[config.mk]
export PLATFORM = sky130hd
export DESIGN_NAME = pfsw_out_reg
export DESIGN_NICKNAME = d
export VERILOG_FILES = /design/src/rtl/pixel_frame_shift_with_wrap_assert.svh /design/src/rtl/pfsw_pkg.sv /design/src/rtl/pfsw_out_reg.sv
export SDC_FILE = /design/constraint.sdc
export NUM_CORES = 1
export LEC_CHECK = 0
export ABC_AREA = 1
export BUFFER_PORTS_ARGS = -buffer_cell sky130_fd_sc_hd__buf_4
export CAP_MARGIN = 15
export CORE_ASPECT_RATIO = 1.4
export CORE_MARGIN = 10
export CORE_UTILIZATION = 41
export CTS_CLUSTER_SIZE = 16
export DETAILED_ROUTE_END_ITERATION = 6
export PLACE_DENSITY = 0.86
export SLEW_MARGIN = 20
export SYNTH_ARGS = -nofsm -noshare
export SYNTH_HDL_FRONTEND = slang
export SYNTH_SLANG_ARGS = --single-unit
export TNS_END_PERCENT = 50
[constraint.sdc]
create_clock -name clk -period 1.5 [get_ports clk]
set_input_delay 0.225 -clock clk [delete_from_list [all_inputs] [get_ports clk]]
set_output_delay 0.225 -clock clk [all_outputs]
set_load 0.05 [all_outputs]
[src/rtl/pixel_frame_shift_with_wrap_assert.svh]
// Assertion macros for the pixel frame shifter RTL.
// Each use names a label, a property and a message; the clock is clk and
// the reset of PFSW_ASSERT is rst_n in the module that uses them.
`ifndef PIXEL_FRAME_SHIFT_WITH_WRAP_ASSERT_SVH
`define PIXEL_FRAME_SHIFT_WITH_WRAP_ASSERT_SVH

`ifndef SYNTHESIS
`define PFSW_ASSERT(lbl, prop, msg) \
    lbl: assert property (@(posedge clk) disable iff (!rst_n) prop) else $error(msg);
`define PFSW_ASSERT_ALWAYS(lbl, prop, msg) \
    lbl: assert property (@(posedge clk) prop) else $error(msg);
`else
`define PFSW_ASSERT(lbl, prop, msg)
`define PFSW_ASSERT_ALWAYS(lbl, prop, msg)
`endif

`endif

[src/rtl/pfsw_pkg.sv]
package pfsw_pkg;

    // Grid size
    localparam int GRID_ROWS = 16;
    localparam int GRID_COLS = 8;
    localparam int ROW_IDX_W = (GRID_ROWS > 1) ? $clog2(GRID_ROWS) : 1;
    localparam int COL_IDX_W = (GRID_COLS > 1) ? $clog2(GRID_COLS) : 1;

    // Beat field widths
    localparam int MODE_W  = 2;
    localparam int ROW_W   = 5;
    localparam int COL_W   = 4;
    localparam int COLOR_W = 24;
    localparam int DIR_W   = 3;
    localparam int S_DATA_W = 40;
    localparam int S_USER_W = MODE_W;
    localparam int M_DATA_W = COLOR_W;
    localparam int M_USER_W = 1;

    // Register map
    localparam int APB_ADDR_W = 3;
    localparam logic [APB_ADDR_W-1:0] ADDR_WRAP = 3'd0;

    typedef enum logic [MODE_W-1:0] {
        MODE_WRITE = 2'd0,
        MODE_READ  = 2'd1,
        MODE_SHIFT = 2'd2,
        MODE_NOP   = 2'd3
    } mode_t;

    typedef enum logic [DIR_W-1:0] {
        DIR_LEFT       = 3'd0,
        DIR_RIGHT      = 3'd1,
        DIR_UP         = 3'd2,
        DIR_DOWN       = 3'd3,
        DIR_UP_LEFT    = 3'd4,
        DIR_UP_RIGHT   = 3'd5,
        DIR_DOWN_LEFT  = 3'd6,
        DIR_DOWN_RIGHT = 3'd7
    } dir_t;

    typedef struct packed {
        mode_t              mode;
        logic [ROW_W-1:0]   row;
        logic [COL_W-1:0]   col;
        logic [COLOR_W-1:0] color;
        dir_t               direction;
    } item_t;

    typedef struct packed {
        logic [COLOR_W-1:0] read_color;
        logic               status;
    } result_t;

endpackage

[src/rtl/pfsw_out_reg.sv]
module pfsw_out_reg (
    input  logic                          clk,
    input  logic                          rst_n,
    input  logic                          load,
    input  pfsw_pkg::result_t             result,
    output logic                          out_free,
    output logic                          m_tvalid,
    input  logic                          m_tready,
    output logic [pfsw_pkg::M_DATA_W-1:0] m_tdata,  // read_color
    output logic [pfsw_pkg::M_USER_W-1:0] m_tuser   // status
);

    logic              valid_reg;
    logic              valid_next;
    pfsw_pkg::result_t result_reg;

    // Free when empty or the held beat leaves this cycle
    assign out_free = !valid_reg || m_tready;
    assign m_tvalid = valid_reg;
    assign m_tdata  = result_reg.read_color;
    assign m_tuser  = result_reg.status;

    always_comb
    begin
        valid_next = valid_reg;
        if (load)
        begin
            valid_next = 1'b1;
        end
        else if (m_tready)
        begin
            valid_next = 1'b0;
        end
    end

    always_ff @(posedge clk or negedge rst_n)
    begin
        if (!rst_n)
        begin
            valid_reg <= 1'b0;
        end
        else
        begin
            valid_reg <= valid_next;
        end
    end

    // Hold the result until it is taken
    always_ff @(posedge clk)
    begin
        if (load)
        begin
            result_reg <= result;
        end
    end

endmodule

==> impl_results.md, run 1 <==
* Seq. cell area at 776 µm²
* Relative slew slack at 0.794
* Power Dens Cells at 1320 mW/mm²
* GP Congestion at 0.691
* Setup TNS at 0 ps
* Nets at 120
* Filler Cell Count at 120
* Crit path launch type: flip-flop
* Syn_nets at 59
* Routed length per instance at 18.7 µm
* Slew @ Worst Pin at 309 ps
* Peak supply drop at 0.854 mV
* Die Ht at 72.1 µm
* Clk_lat worst skew at 310 ps
* CTS buffer count at 3
* Reg2Reg Setup Slack at 870 ps
* #FFs+latches synth at 26
* Post-synthesis cell area at 796 µm²
* Largest net degree at the start of global routing at 27
* Ys Warns at 0
* Total core area at 0.00180 mm²
* Max Used Layer: met4
* CTS clk-pin slew, worst paths at 130 ps
* Max Cap Violations at 0
* WP data arrival at 1010 ps
* Total grt overflow at 0
* Initial antenna violation count at 0
* Min cycle time layout at 1240 ps
* Drt first pass iters at 4
* Layout cells sized above 1 at 0.678
* Worst EP required at 1270 ps
* Die Area at 0.00413 mm²
* RSZ-0062 raised after global routing: no
* Sink Count at 26
* Syn_area_per_cell at 26.5 µm²
* Met3 WL at 617 µm
* DRC at 0
* DR WL met2 at 665 µm
* Row cnt at 18
* Htree depth at 1
* Final instance area at 0.00130 mm²
* Slew Viols, Final at 0
* Crit Path Category: flip-flop to primary output
* Iteration-0 DRC Markers at 9
* Antenna Nets Post-Route at 0
* Critical Path End Type: primary output
* Root Buffer Master: clkbuf_4
* Unique masters post-synth at 4
* All-layer global routing usage at 0.0985
* I/O Pins at 56
* CTS tree: yes
* Area occupied by multi-input gates at 12.5 µm²
* Sequential cell area fraction in the yosys report at 0.975
* Final critical-path share of the clock period at 0.825
* Vias at 501
* Port bufs at 55
* Area Overhead vs Synth at 62.9%
* Status: finished clean
* Initial Utilization at 0.442
* CP Max Fanout at 2
* Fmax at 808 MHz
* Worst hold path type: primary input to flip-flop
* Ant diodes at 0
* CTS Buffer Depth at 2
* Final wirelength at 2050 µm
* DP Area at 0.00123 mm²
* LEAKAGE at 0.568 nW
* DR vias/cell at 4.55
* Horiz. Die Dim at 57.2 µm
* First-pass GRT wire length at 3080 µm
* Endpoints failing setup at 0
* DRT met1 WL at 752 µm
* Final hold vios at 0
* Syn Inst Count at 30
* Vias in the first global route at 591
* Worst Skew at 0 ps
## placed cells by master (no fill, tap or decap)
master         instances
bufinv_16              1
buf_4                 55
edfxtp_1              25
inv_1                  2
nand2_2                2
clkbuf_4               3
dfrtp_1                1
dlygate4sd3_1          1
## state kept, by name (all words and copies together), names as in the netlist
signal,cells
m_tdata,24
m_tuser,1
m_tvalid,1
## synth_stat cells (all sizes together)
master	instances	share of area
edfxtp	25	0.94
inv	2	0.0094
nand2	2	0.016
dfrtp	1	0.031
## logic make-up (layout without fill, tap and decap cells)
family	count (synthesis)	count (layout)	synth area share
buffers and inverters	2	62	0.00944
DFF	26	26	0.975
and+or+nand+nor	2	2	0.0157
## final cells by class
class | count | area share
clock buffer | 3 | 0.0174
clock inverter | 1 | 0.0232
inverter | 2 | 0.00579
multi-input combinational | 2 | 0.00965
sequential | 26 | 0.598
tap | 20 | 0.0193
timing repair buffer | 56 | 0.326
## routing by layer
layer | GRT usage | up-vias
met4 | 0.0628 | 0
met5 | 0 | -
met2 | 0.112 | 56
li1 | - | 234
met1 | 0.0956 | 209
met3 | 0.120 | 2
## final timing paths
kind,start,endpoint,cells past startpoint
worst max-delay path,m_tvalid,out_free,2
worst min-delay path,result[22],m_tdata[21],1
worst max register to register,m_tvalid,m_tvalid,2
worst min register to register,m_tvalid,m_tvalid,2
max in group asynchronous,rst_n,m_tvalid,2
min in group asynchronous,rst_n,m_tvalid,2
## stage by stage
| step | hold WS [ps] | instances | total power, mW | util | worst slack (ps) |
|---|---|---|---|---|---|
| final | 77.0 | 110 | 1.71 | 0.719 | 262 |
| after global routing | 54.3 | 110 | 1.76 | 0.719 | 198 |
| after CTS | 60.8 | 110 | 1.73 | 0.719 | 241 |
| after detailed placement | 1.86 | 105 | 1.27 | 0.685 | 615 |
| after global placement | 1.43 | 105 | 1.26 | 0.685 | 633 |
| after floorplan | -70.6 | 30 | 1.10 | - | 359 |
## critical path, stage by stage (launching register included)
cell	delay [ps]
dfrtp_1	420
nand2_2	90
buf_4	200
## power breakdown
part	switching (mW)	internal (mW)
Clock	0.195	0.270
Combinational	0.252	0.119
Sequential	0.0168	0.858
Total	0.464	1.25
## repair_timing
action | 4_1_cts | 5_1_grt
setup endpoints to repair | 0 | 0
hold endpoints to repair | 1 | 0
resized for setup | 0 | 0
hold buffers | 1 | 0
buffers inserted | 0 | 0
Power figures use the tool's default switching activity.
==> run 2, diff against run 1 <==
- CORE_UTILIZATION: 41 -> 38
- PLACE_DENSITY: 0.86 -> 0.81
- clock period: 1.5 -> 1.15 ns (I/O delays scaled with it)
==> run 2 against run 1 <==
Net effect: total power increased by 17%; critical path depth is the same; combinational power is 33% higher; sequential share of layout area up 0.47 points; critical path type unchanged; register-to-register slack worse by 460 ps; clock power down 20%; clock-buffer cell count is 1 higher; clock skew unchanged; sequential power up 30%; largest cell class unchanged; routed wire length shrank 1.1%.
==> impl_results.md, run 2 (synthesis results as in run 1) <==
* Status: finished clean
* Slowest-stage cell, CP: dfrtp_1
* Area Overhead vs Synth at 61.6%
* Worst hold path type: primary input to flip-flop
* FF-to-FF End: m_tvalid
* Path depth of the worst reg2reg path at 3
* Sw Share at 0.295
* Slew Viols, Final at 0
* Port bufs at 55
* Layout cells sized above 1 at 0.670
* Power Dens Cells at 1560 mW/mm²
* CP bufs+invs at 1
* Most frequent cells in the layout: 55 x buf_4, 25 x edfxtp_1, 3 x clkbuf_4
* Crit path max-delay family: flip-flops
* WHS Endpoint: m_tdata[10]
* Final hold vios at 0
* Vias in the first global route at 553
* Clk_lat worst skew at 310 ps
* Root Buffer Master: clkbuf_4
* Endpoints failing setup at 0
* CTS buffer count at 3
* GP Congestion at 0.674
* WHS Path Cells at 1
* Relative slew slack at 0.798
* Clk network pwr share at 0.186
* Seq pwr share at 0.567
* DRC at 0
* Final critical-path share of the clock period at 0.985
* Reg2Reg Setup Slack at 410 ps
* Critical Path End Type: primary output
* Horiz. Die Dim at 58.7 µm
* Max FFs per register at 24
* Initial Utilization at 0.403
* Die Area at 0.00435 mm²
* Peak supply drop at 1.06 mV
* Die Ht at 74.1 µm
* WP data arrival at 960 ps
* Largest net degree at the start of global routing at 27
* Fmax at 883 MHz
* Ant diodes at 0
* Drt first pass iters at 2
* Htree depth at 1
* FF-to-FF Start: m_tvalid
* Initial antenna violation count at 0
* Routed length per instance at 18.1 µm
* Commonest non-fill, non-tap cell in the layout: buf_4
* CP Max Fanout at 2
* Post-route insts no fill at 112
* RSZ-0062 raised after global routing: yes
* LEAKAGE at 0.563 nW
* Total grt overflow at 0
* Crit path launch type: flip-flop
* Int Power at 1.42 mW
* Row cnt at 19
* DR vias/cell at 4.46
* Nets at 121
* CTS Buffer Depth at 2
* Cell Count Post-Placement at 106
* Antenna Nets Post-Route at 0
* Filler Cell Count at 139
* Slew @ Worst Pin at 303 ps
* Worst Skew at 0 ps
* Critical path, cell by cell: nand2_2 -> buf_8
* Sink Count at 26
* Total core area at 0.00197 mm²
* Combinational power share at 0.247
* Iteration-0 DRC Markers at 7
* First-pass GRT wire length at 3020 µm
* Vias at 500
* Crit Path Category: flip-flop to primary output
* Max incr delay on CP at 410 ps
* All-layer global routing usage at 0.0929
* Net Sw Power at 0.593 mW
* CTS tree: yes
* I/O Pins at 56
* CTS clk-pin slew, worst paths at 120 ps
* Max Cap Violations at 0
* Min cycle time layout at 1130 ps
* Final wirelength at 2030 µm
* Worst hold start: result[11]
* Setup TNS at 0 ps
* Worst EP required at 980 ps
run 2: timing repair:
item,in CTS,in global routing
pin swaps,1,0
gates resized for setup,2,0
setup buffers,1,0
cloned,0,0
hold buffers,1,0
setup endpoints to repair,1,1
hold endpoints to repair,1,0
run 2: area by class of cell:
cell class | count | area (µm²) | area share
flip-flops and latches | 26 | 776 | 0.603
inverters | 2 | 7.51 | 0.00584
well taps | 21 | 26.3 | 0.0204
clock buffers | 4 | 26.3 | 0.0204
repair buffers | 57 | 438 | 0.340
multi-input cells | 2 | 12.5 | 0.00973
run 2: power groups by stage:
| stage | registers (mW) | clock network, mW | logic [mW] |
|---|---|---|---|
| final | 1.14 | 0.374 | 0.495 |
| after global routing | 1.15 | 0.432 | 0.517 |
| after CTS | 1.14 | 0.396 | 0.500 |
| after detailed placement | 1.16 | 0 | 0.490 |
| after global placement | 1.16 | 0 | 0.483 |
| after floorplan | 1.42 | 0 | 0.0143 |
run 2: per-layer routing:
layer | up-vias | track usage | part of all wire
li1 | 235 | - | -
met1 | 211 | 0.105 | 0.41
met2 | 52 | 0.110 | 0.35
met3 | 2 | 0.0869 | 0.23
met4 | 0 | 0.0537 | 0.0064
met5 | - | 0 | 0
run 2: how the worst max path moves through the flow:
| stage | from | to | slack, ps | cells after the start |
|---|---|---|---|---|
| 2_1_floorplan | m_tvalid | m_tvalid | 60 | 2 |
| 3_3_place_gp | m_tvalid | out_free | 340 | 2 |
| 3_5_place_dp | m_tvalid | out_free | 310 | 2 |
| 4_1_cts | m_tvalid | out_free | -7 | 2 |
| 5_1_grt | m_tvalid | out_free | -40 | 2 |
| 6_report | m_tvalid | out_free | 20 | 2 |
run 2: metrics by stage:
stage	cell area (µm²)	total power [mW]	hold slack [ps]	util	setup slack (ps)
floorplan	796	1.44	-123	-	58.8
global placement	1230	1.64	-51.5	0.626	338
detailed placement	1230	1.65	-49.3	0.626	314
CTS	1290	2.04	12.2	0.652	-7.00
global route	1290	2.10	0.147	0.652	-40.7
finish	1290	2.01	30.8	0.652	16.9
