--- config.mk ---
export PLATFORM = sky130hd
export DESIGN_NAME = pfsw_in_reg
export DESIGN_NICKNAME = d
export VERILOG_FILES = /design/src/rtl/pixel_frame_shift_with_wrap_assert.svh /design/src/rtl/pfsw_pkg.sv /design/src/rtl/pfsw_in_reg.sv
export SDC_FILE = /design/constraint.sdc
export NUM_CORES = 1
export LEC_CHECK = 0
export BUFFER_PORTS_ARGS = -buffer_cell sky130_fd_sc_hd__buf_2
export CAP_MARGIN = 10
export CORE_AREA = 2 2 59 61
export DETAILED_ROUTE_END_ITERATION = 8
export DIE_AREA = 0 0 61 63
export PLACE_DENSITY_LB_ADDON = 0.08
export SYNTH_ARGS = -nofsm -noshare
export SYNTH_HDL_FRONTEND = slang
export SYNTH_SLANG_ARGS = --single-unit
--- constraint.sdc ---
create_clock -name clk -period 2 [get_ports clk]
set_clock_uncertainty 0.2 [all_clocks]
set_input_delay 0.2 -clock clk [delete_from_list [all_inputs] [get_ports clk]]
set_output_delay 0.2 -clock clk [all_outputs]
set_load 0.05 [all_outputs]
--- src/rtl/pixel_frame_shift_with_wrap_assert.svh ---
// Assertion macros for the pixel frame shifter RTL.
// Each use names a label, a property and a message; the clock is clk and
// the reset of PFSW_ASSERT is rst_n in the module that uses them.
`ifndef PIXEL_FRAME_SHIFT_WITH_WRAP_ASSERT_SVH
`define PIXEL_FRAME_SHIFT_WITH_WRAP_ASSERT_SVH

`ifndef SYNTHESIS
`define PFSW_ASSERT(lbl, prop, msg) \
    lbl: assert property (@(posedge clk) disable iff (!rst_n) prop) else $error(msg);
`define PFSW_ASSERT_ALWAYS(lbl, prop, msg) \
    lbl: assert property (@(posedge clk) prop) else $error(msg);
`else
`define PFSW_ASSERT(lbl, prop, msg)
`define PFSW_ASSERT_ALWAYS(lbl, prop, msg)
`endif

`endif

--- src/rtl/pfsw_pkg.sv ---
package pfsw_pkg;

    // Grid size
    localparam int GRID_ROWS = 16;
    localparam int GRID_COLS = 8;
    localparam int ROW_IDX_W = (GRID_ROWS > 1) ? $clog2(GRID_ROWS) : 1;
    localparam int COL_IDX_W = (GRID_COLS > 1) ? $clog2(GRID_COLS) : 1;

    // Beat field widths
    localparam int MODE_W  = 2;
    localparam int ROW_W   = 5;
    localparam int COL_W   = 4;
    localparam int COLOR_W = 24;
    localparam int DIR_W   = 3;
    localparam int S_DATA_W = 40;
    localparam int S_USER_W = MODE_W;
    localparam int M_DATA_W = COLOR_W;
    localparam int M_USER_W = 1;

    // Register map
    localparam int APB_ADDR_W = 3;
    localparam logic [APB_ADDR_W-1:0] ADDR_WRAP = 3'd0;

    typedef enum logic [MODE_W-1:0] {
        MODE_WRITE = 2'd0,
        MODE_READ  = 2'd1,
        MODE_SHIFT = 2'd2,
        MODE_NOP   = 2'd3
    } mode_t;

    typedef enum logic [DIR_W-1:0] {
        DIR_LEFT       = 3'd0,
        DIR_RIGHT      = 3'd1,
        DIR_UP         = 3'd2,
        DIR_DOWN       = 3'd3,
        DIR_UP_LEFT    = 3'd4,
        DIR_UP_RIGHT   = 3'd5,
        DIR_DOWN_LEFT  = 3'd6,
        DIR_DOWN_RIGHT = 3'd7
    } dir_t;

    typedef struct packed {
        mode_t              mode;
        logic [ROW_W-1:0]   row;
        logic [COL_W-1:0]   col;
        logic [COLOR_W-1:0] color;
        dir_t               direction;
    } item_t;

    typedef struct packed {
        logic [COLOR_W-1:0] read_color;
        logic               status;
    } result_t;

endpackage

--- src/rtl/pfsw_in_reg.sv ---
module pfsw_in_reg (
    input  logic                          clk,
    input  logic                          rst_n,
    input  logic                          s_tvalid,
    output logic                          s_tready,
    input  logic [pfsw_pkg::S_DATA_W-1:0] s_tdata,  // row, col, color, direction
    input  logic [pfsw_pkg::S_USER_W-1:0] s_tuser,  // mode
    input  logic                          out_free,
    output pfsw_pkg::item_t               item,
    output logic                          adv
);

    logic            valid_reg;
    logic            valid_next;
    pfsw_pkg::item_t item_reg;
    pfsw_pkg::item_t item_in;

    // Unpack the incoming beat
    always_comb
    begin
        item_in.mode      = pfsw_pkg::mode_t'(s_tuser[pfsw_pkg::MODE_W-1:0]);
        item_in.row       = s_tdata[4:0];
        item_in.col       = s_tdata[8:5];
        item_in.color     = s_tdata[32:9];
        item_in.direction = pfsw_pkg::dir_t'(s_tdata[35:33]);
    end

    // Advance the held item when the result register can take it
    assign adv      = valid_reg && out_free;
    assign s_tready = !valid_reg || adv;
    assign item     = item_reg;

    always_comb
    begin
        valid_next = valid_reg;
        if (s_tvalid && s_tready)
        begin
            valid_next = 1'b1;
        end
        else if (adv)
        begin
            valid_next = 1'b0;
        end
    end

    always_ff @(posedge clk or negedge rst_n)
    begin
        if (!rst_n)
        begin
            valid_reg <= 1'b0;
        end
        else
        begin
            valid_reg <= valid_next;
        end
    end

    // Capture the payload on each accepted beat
    always_ff @(posedge clk)
    begin
        if (s_tvalid && s_tready)
        begin
            item_reg <= item_in;
        end
    end

endmodule

==> summary.md, run 1 <==
| Metric | Value |
|---|---|
| Run status | complete, no violations |
| Final setup fails | 0 |
| Drt total wl | 2700 µm |
| DR iter-0 viols | 27 |
| Final Net Count | 219 |
| H-tree depth | 2 |
| Clk sink count | 39 |
| Initial Utilization | 37.2% |
| Worst setup SP type | register |
| Crit. End Element | register |
| Number of flops mapped to enable cells by yosys | 38 |
| Clk_lat worst skew | 0.32 ns |
| Leading area contributor after synthesis | edfxtp_1 |
| HPWL after DPL | 1570 µm |
| Worst-path clk slew | 0.10 ns |
| Final Critical Period | 1.54 ns |
| Synthesized instance count | 43 |
| GRT Total Usage | 15.5% |
| Synth top area share | 95.0% |
| Hold depth | 2 |
| Die Height | 63 µm |
| Setup TNS | 0 ns |
| Antenna Cells | 0 |
| Max_cap viols | 0 |
| Synth Cell Area | 1200 µm² |
| CP Depth | 2 |
| Worst Setup Path Type | reg2reg |
| Fraction of the yosys area taken by sequential cells | 97.1% |
| Worst path max stage delay | 0.46 ns |
| Drt wl/cell | 12.3 µm |
| Total gr overflow | 0 |
| First-pass GRT wire length | 4180 µm |
| Fraction of layout cells with a size suffix above 1 | 51.1% |
| Final ANT Viol Nets | 0 |
| Crit-path cells | nand2b_4, and2_4 |
| HP Class | in2reg |
| Syn. warnings | 0 |
| Rel. slew slack | 66.7% |
| PwrDens | 775 nW/µm² |
| IO Count | 86 |
| Initial antenna violation count | 0 |
| Largest register FFs | 38 |
| Unrepaired setup endpoints after global routing | false |
| Final Hold Vio Count | 0 |
| FF-to-FF path depth | 2 |
| Avg Synthesized Cell Area | 27.9 µm² |
| Pleak | 0.914 nW |
| Syn Nets | 89 |
| WP data required | 1.78 ns |
| Slowest stage cell on the critical path | and2_4 |
| Primary FF master, synth | edfxtp_1 |
| Pins Over Slew Limit | 0 |
| Worst Tran Pin Value | 0.499 ns |
| Vias in the first global route | 889 |
| Routability Congestion | 0.669 |
| Vias post-DR | 880 |
| Crit path max-delay family | simple AND/OR/NAND/NOR gates |
| Clock tree buffer depth | 2 |
| WP data arrival | 1.31 ns |
| Peak Freq | 651 MHz |
| Unique cell type count in the Yosys netlist | 6 |
| CTS tree | done |
| Tcrit/Tclk final | 76.8% |
| CTS Hold Buffers Added | 42 |
| Power consumption | 1.65 mW |
| Buffers on Ports | 81 |
| P&R area growth vs syn | 77.7% |
| # rows | 21 |
| Peak supply drop | 0.447 mV |
| PostCTS Resize Cnt | 0 |
| Largest net degree at the start of global routing | 39 |
| Crit Path Max Fanout | 38 |
| Post-route DRC violation count | 0 |
| Die W | 61 µm |
| CTS Root Cell | clkbuf_4 |
| Number of synthesized register bits | 39 |
| DR vias/cell | 4.00 |
| Synth top area cells | edfxtp_1, dfrtp_1, nand2b_4, and2_4, and2_1 |
| Total CTS buffers | 5 |
| Setup Buffers After CTS | 0 |
| Die area | 3840 µm² |
| Core area | 3230 µm² |
| Most frequent cell after synthesis | edfxtp_1 |
| CP bufs+invs | 0 |
| Fraction of registers with async set/reset | 2.56% |
| DR pass1 iterations | 4 |
==> area by class of cell <==
type / instances / area [µm²]
repair buffers: 123 / 826
clock buffers: 7 / 45.0
fillers: 234 / 1100
well taps: 46 / 57.6
flip-flops and latches: 39 / 1170
multi-input cells: 4 / 35.0
clock inverters: 1 / 5.00
==> layer usage <==
metal,share of wire [%],routed length (µm),global-route usage [%]
met5,0,0,0
met4,1.4,39,4.35
met3,7.9,212,7.25
met2,53,1440,27.0
met1,37,1010,16.3
==> power by group <==
group / switching, mW / total (mW) / internal (mW)
clock network: 0.229 / 0.366 / 0.137
registers: 0.0105 / 0.960 / 0.950
logic: 0.212 / 0.326 / 0.115
total: 0.451 / 1.65 / 1.20
==> path summary, 6_finish.rpt <==
check | from | slack [ns] | end
setup / recovery | valid_reg | 0.46 | item[3]
hold / removal | s_tdata[30] | 0.37 | item[24]
setup reg to reg | valid_reg | 0.46 | item[3]
hold reg to reg | valid_reg | 0.80 | item[33]
max in group asynchronous | rst_n | 1.02 | valid_reg
min in group asynchronous | rst_n | 0.48 | valid_reg
==> worst register-to-register path, cell delays in order (launching register included) <==
cell      delay [ns]
dfrtp_1         0.42
nand2b_4        0.09
and2_4          0.46
==> metrics by stage <==
step	cell area, µm²	utilization [%]	std cells	worst slack [ns]	hold WS [ns]
2_1_floorplan	1200	-	43	0.483	-0.296
3_3_place_gp	1660	51.5	170	0.518	-0.225
3_5_place_dp	1660	51.5	170	0.480	-0.219
4_1_cts	2130	66.0	220	0.452	0.349
5_1_grt	2130	66.0	220	0.403	0.344
6_report	2130	66.0	220	0.465	0.369
==> logic make-up (layout without fill, tap and decap cells) <==
group,count (synthesis),in the layout,synth area share [%]
AND/OR/NAND/NOR,4,4,2.92
buffers and inverters,0,131,0
flip-flops,39,39,97.1
==> placed cells by master (no fill, tap or decap) <==
| cell | netlist | routed |
|---|---|---|
| dlygate4sd3_1 | 0 | 42 |
| and2_1 | 1 | 1 |
| clkbuf_1 | 0 | 2 |
| edfxtp_1 | 38 | 38 |
| nand2b_1 | 1 | 1 |
| and2_4 | 1 | 1 |
| dfrtp_1 | 1 | 1 |
| buf_2 | 0 | 81 |
| clkbuf_4 | 0 | 5 |
| clkinv_2 | 0 | 1 |
| nand2b_4 | 1 | 1 |
Power figures use the tool's default switching activity.
==> run 2: changes to the inputs <==
Clock period 2 ns to 1.6 ns, I/O delays scaled along.
==> summary.md, run 2 (same netlist as run 1, synthesis figures left out) <==
| Metric | Value |
|---|---|
| Run status | complete, no violations |
| Crit path max-delay family | flip-flops |
| Clock tree buffer depth | 2 |
| First-pass GRT wire length | 4080 µm |
| Psw | 564 µW |
| CTS Root Cell | clkbuf_4 |
| Routability Congestion | 0.691 |
| Vias in the first global route | 903 |
| Largest register FFs | 38 |
| Total gr overflow | 0 |
| Crit. End Element | output port |
| Final Net Count | 220 |
| Buffers on Ports | 81 |
| Dpl cell area | 1680 µm² |
| Worst-path clk slew | 0.11 ns |
| Fin cells | 220 |
| Initial antenna violation count | 0 |
| Commonest non-fill, non-tap cells in the layout | buf_2, dlygate4sd3_1, edfxtp_1 |
| Worst-case hold slack | 0.326 ns |
| Fin worst setup slack | 0.107 ns |
| HP Class | in2reg |
| Final ANT Viol Nets | 0 |
| Clk sink count | 39 |
| Tcrit/Tclk final | 93.3% |
| Most common cell after layout, fill and taps aside | buf_2 |
| Inst Count DP | 171 |
| WP data required | 1.24 ns |
| Fraction of layout cells with a size suffix above 1 | 51.7% |
| Combinational share of power | 20.2% |
| Slowest stage cell on the critical path | dfrtp_1 |
| Drt wl/cell | 11.9 µm |
| PwrDens | 956 nW/µm² |
| Worst path max stage delay | 0.41 ns |
| CTS tree | done |
| Drt total wl | 2620 µm |
| Unrepaired setup endpoints after global routing | false |
| Antenna Cells | 0 |
| Initial Utilization | 37.2% |
| Reg power frac | 58.3% |
| Worst Tran Pin Value | 0.262 ns |
| Core area | 3230 µm² |
| Clk pwr share | 21.5% |
| Clk_lat worst skew | 0.33 ns |
| CP bufs+invs | 1 |
| DR pass1 iterations | 4 |
| P&R area growth vs syn | 79.1% |
| DR iter-0 viols | 18 |
| Pins Over Slew Limit | 0 |
| IO Count | 86 |
| Vias post-DR | 893 |
| Dpl ws | 0.239 ns |
| Worst Setup Path Type | reg2out |
| Crit-path cells | and2_1, buf_2 |
| Final setup fails | 0 |
| # rows | 21 |
| WP data arrival | 1.13 ns |
| DR vias/cell | 4.06 |
| Max_cap viols | 0 |
| Peak Freq | 670 MHz |
| Power consumption | 2.06 mW |
| Final Hold Vio Count | 0 |
| Post-route DRC violation count | 0 |
| Die area | 3840 µm² |
| Total CTS buffers | 5 |
| Final Critical Period | 1.49 ns |
| Finished Cell Area | 2150 µm² |
| Pleak | 0.922 nW |
| Int Power | 1.49 mW |
| Crit Path Max Fanout | 2 |
| Die W | 61 µm |
| PostCTS Resize Cnt | 0 |
| Worst setup SP type | register |
| HPWL after DPL | 1570 µm |
| GRT Total Usage | 15.1% |
| Final core occ | 66.6% |
| Largest net degree at the start of global routing | 39 |
| Setup TNS | 0 ns |
| Setup Buffers After CTS | 0 |
| Peak supply drop | 0.605 mV |
| Rel. slew slack | 82.7% |
| H-tree depth | 2 |
| Die Height | 63 µm |
| Sw Ratio | 27.4% |
## run 2: final cells by class
type | count | area, µm²
flip-flops and latches | 39 | 1170
fillers | 250 | 1080
repair buffers | 124 | 846
well taps | 46 | 57.6
clock buffers | 5 | 37.5
multi-input cells | 4 | 35.0
clock inverters | 2 | 8.76
## run 2: path summary, 6_finish.rpt
check                       startpoint   endpoint  slack [ns]  cells after the start
hold / removal             s_tdata[25]   item[19]        0.33                      2
min in group asynchronous        rst_n  valid_reg        0.45                      3
setup reg to reg             valid_reg  valid_reg        0.19                      3
hold reg to reg              valid_reg   item[14]        0.79                      3
setup / recovery             valid_reg        adv        0.11                      2
max in group asynchronous        rst_n  valid_reg        0.65                      3
## run 2: per-layer routing
metal	global-route usage [%]	share of wire (%)	vias up
met1	15.0	34	407
met2	27.3	55	53
met5	0	0	-
met4	3.26	0.95	0
li1	-	-	430
met3	7.45	9.8	3
## run 2: power groups by stage
stage / Sequential, mW / Clock [mW] / Combinational [mW]
2_1_floorplan: 1.41 / 0 / 0.0383
3_3_place_gp: 1.22 / 0 / 0.334
3_5_place_dp: 1.22 / 0 / 0.336
4_1_cts: 1.20 / 0.468 / 0.415
5_1_grt: 1.21 / 0.512 / 0.439
6_report: 1.20 / 0.442 / 0.415
## run 2: what timing repair did
action,in CTS,in global routing
endpoints found under the setup margin,0,0
hold buffers,42,0
endpoints found under the hold margin,40,0
## run 2: worst register-to-register path: cells and delay by family (launching register included)
kind                   cells  cell delay [ns]
buffers and inverters      1             0.54
DFF                        1             0.43
and+or+nand+nor            2             0.14
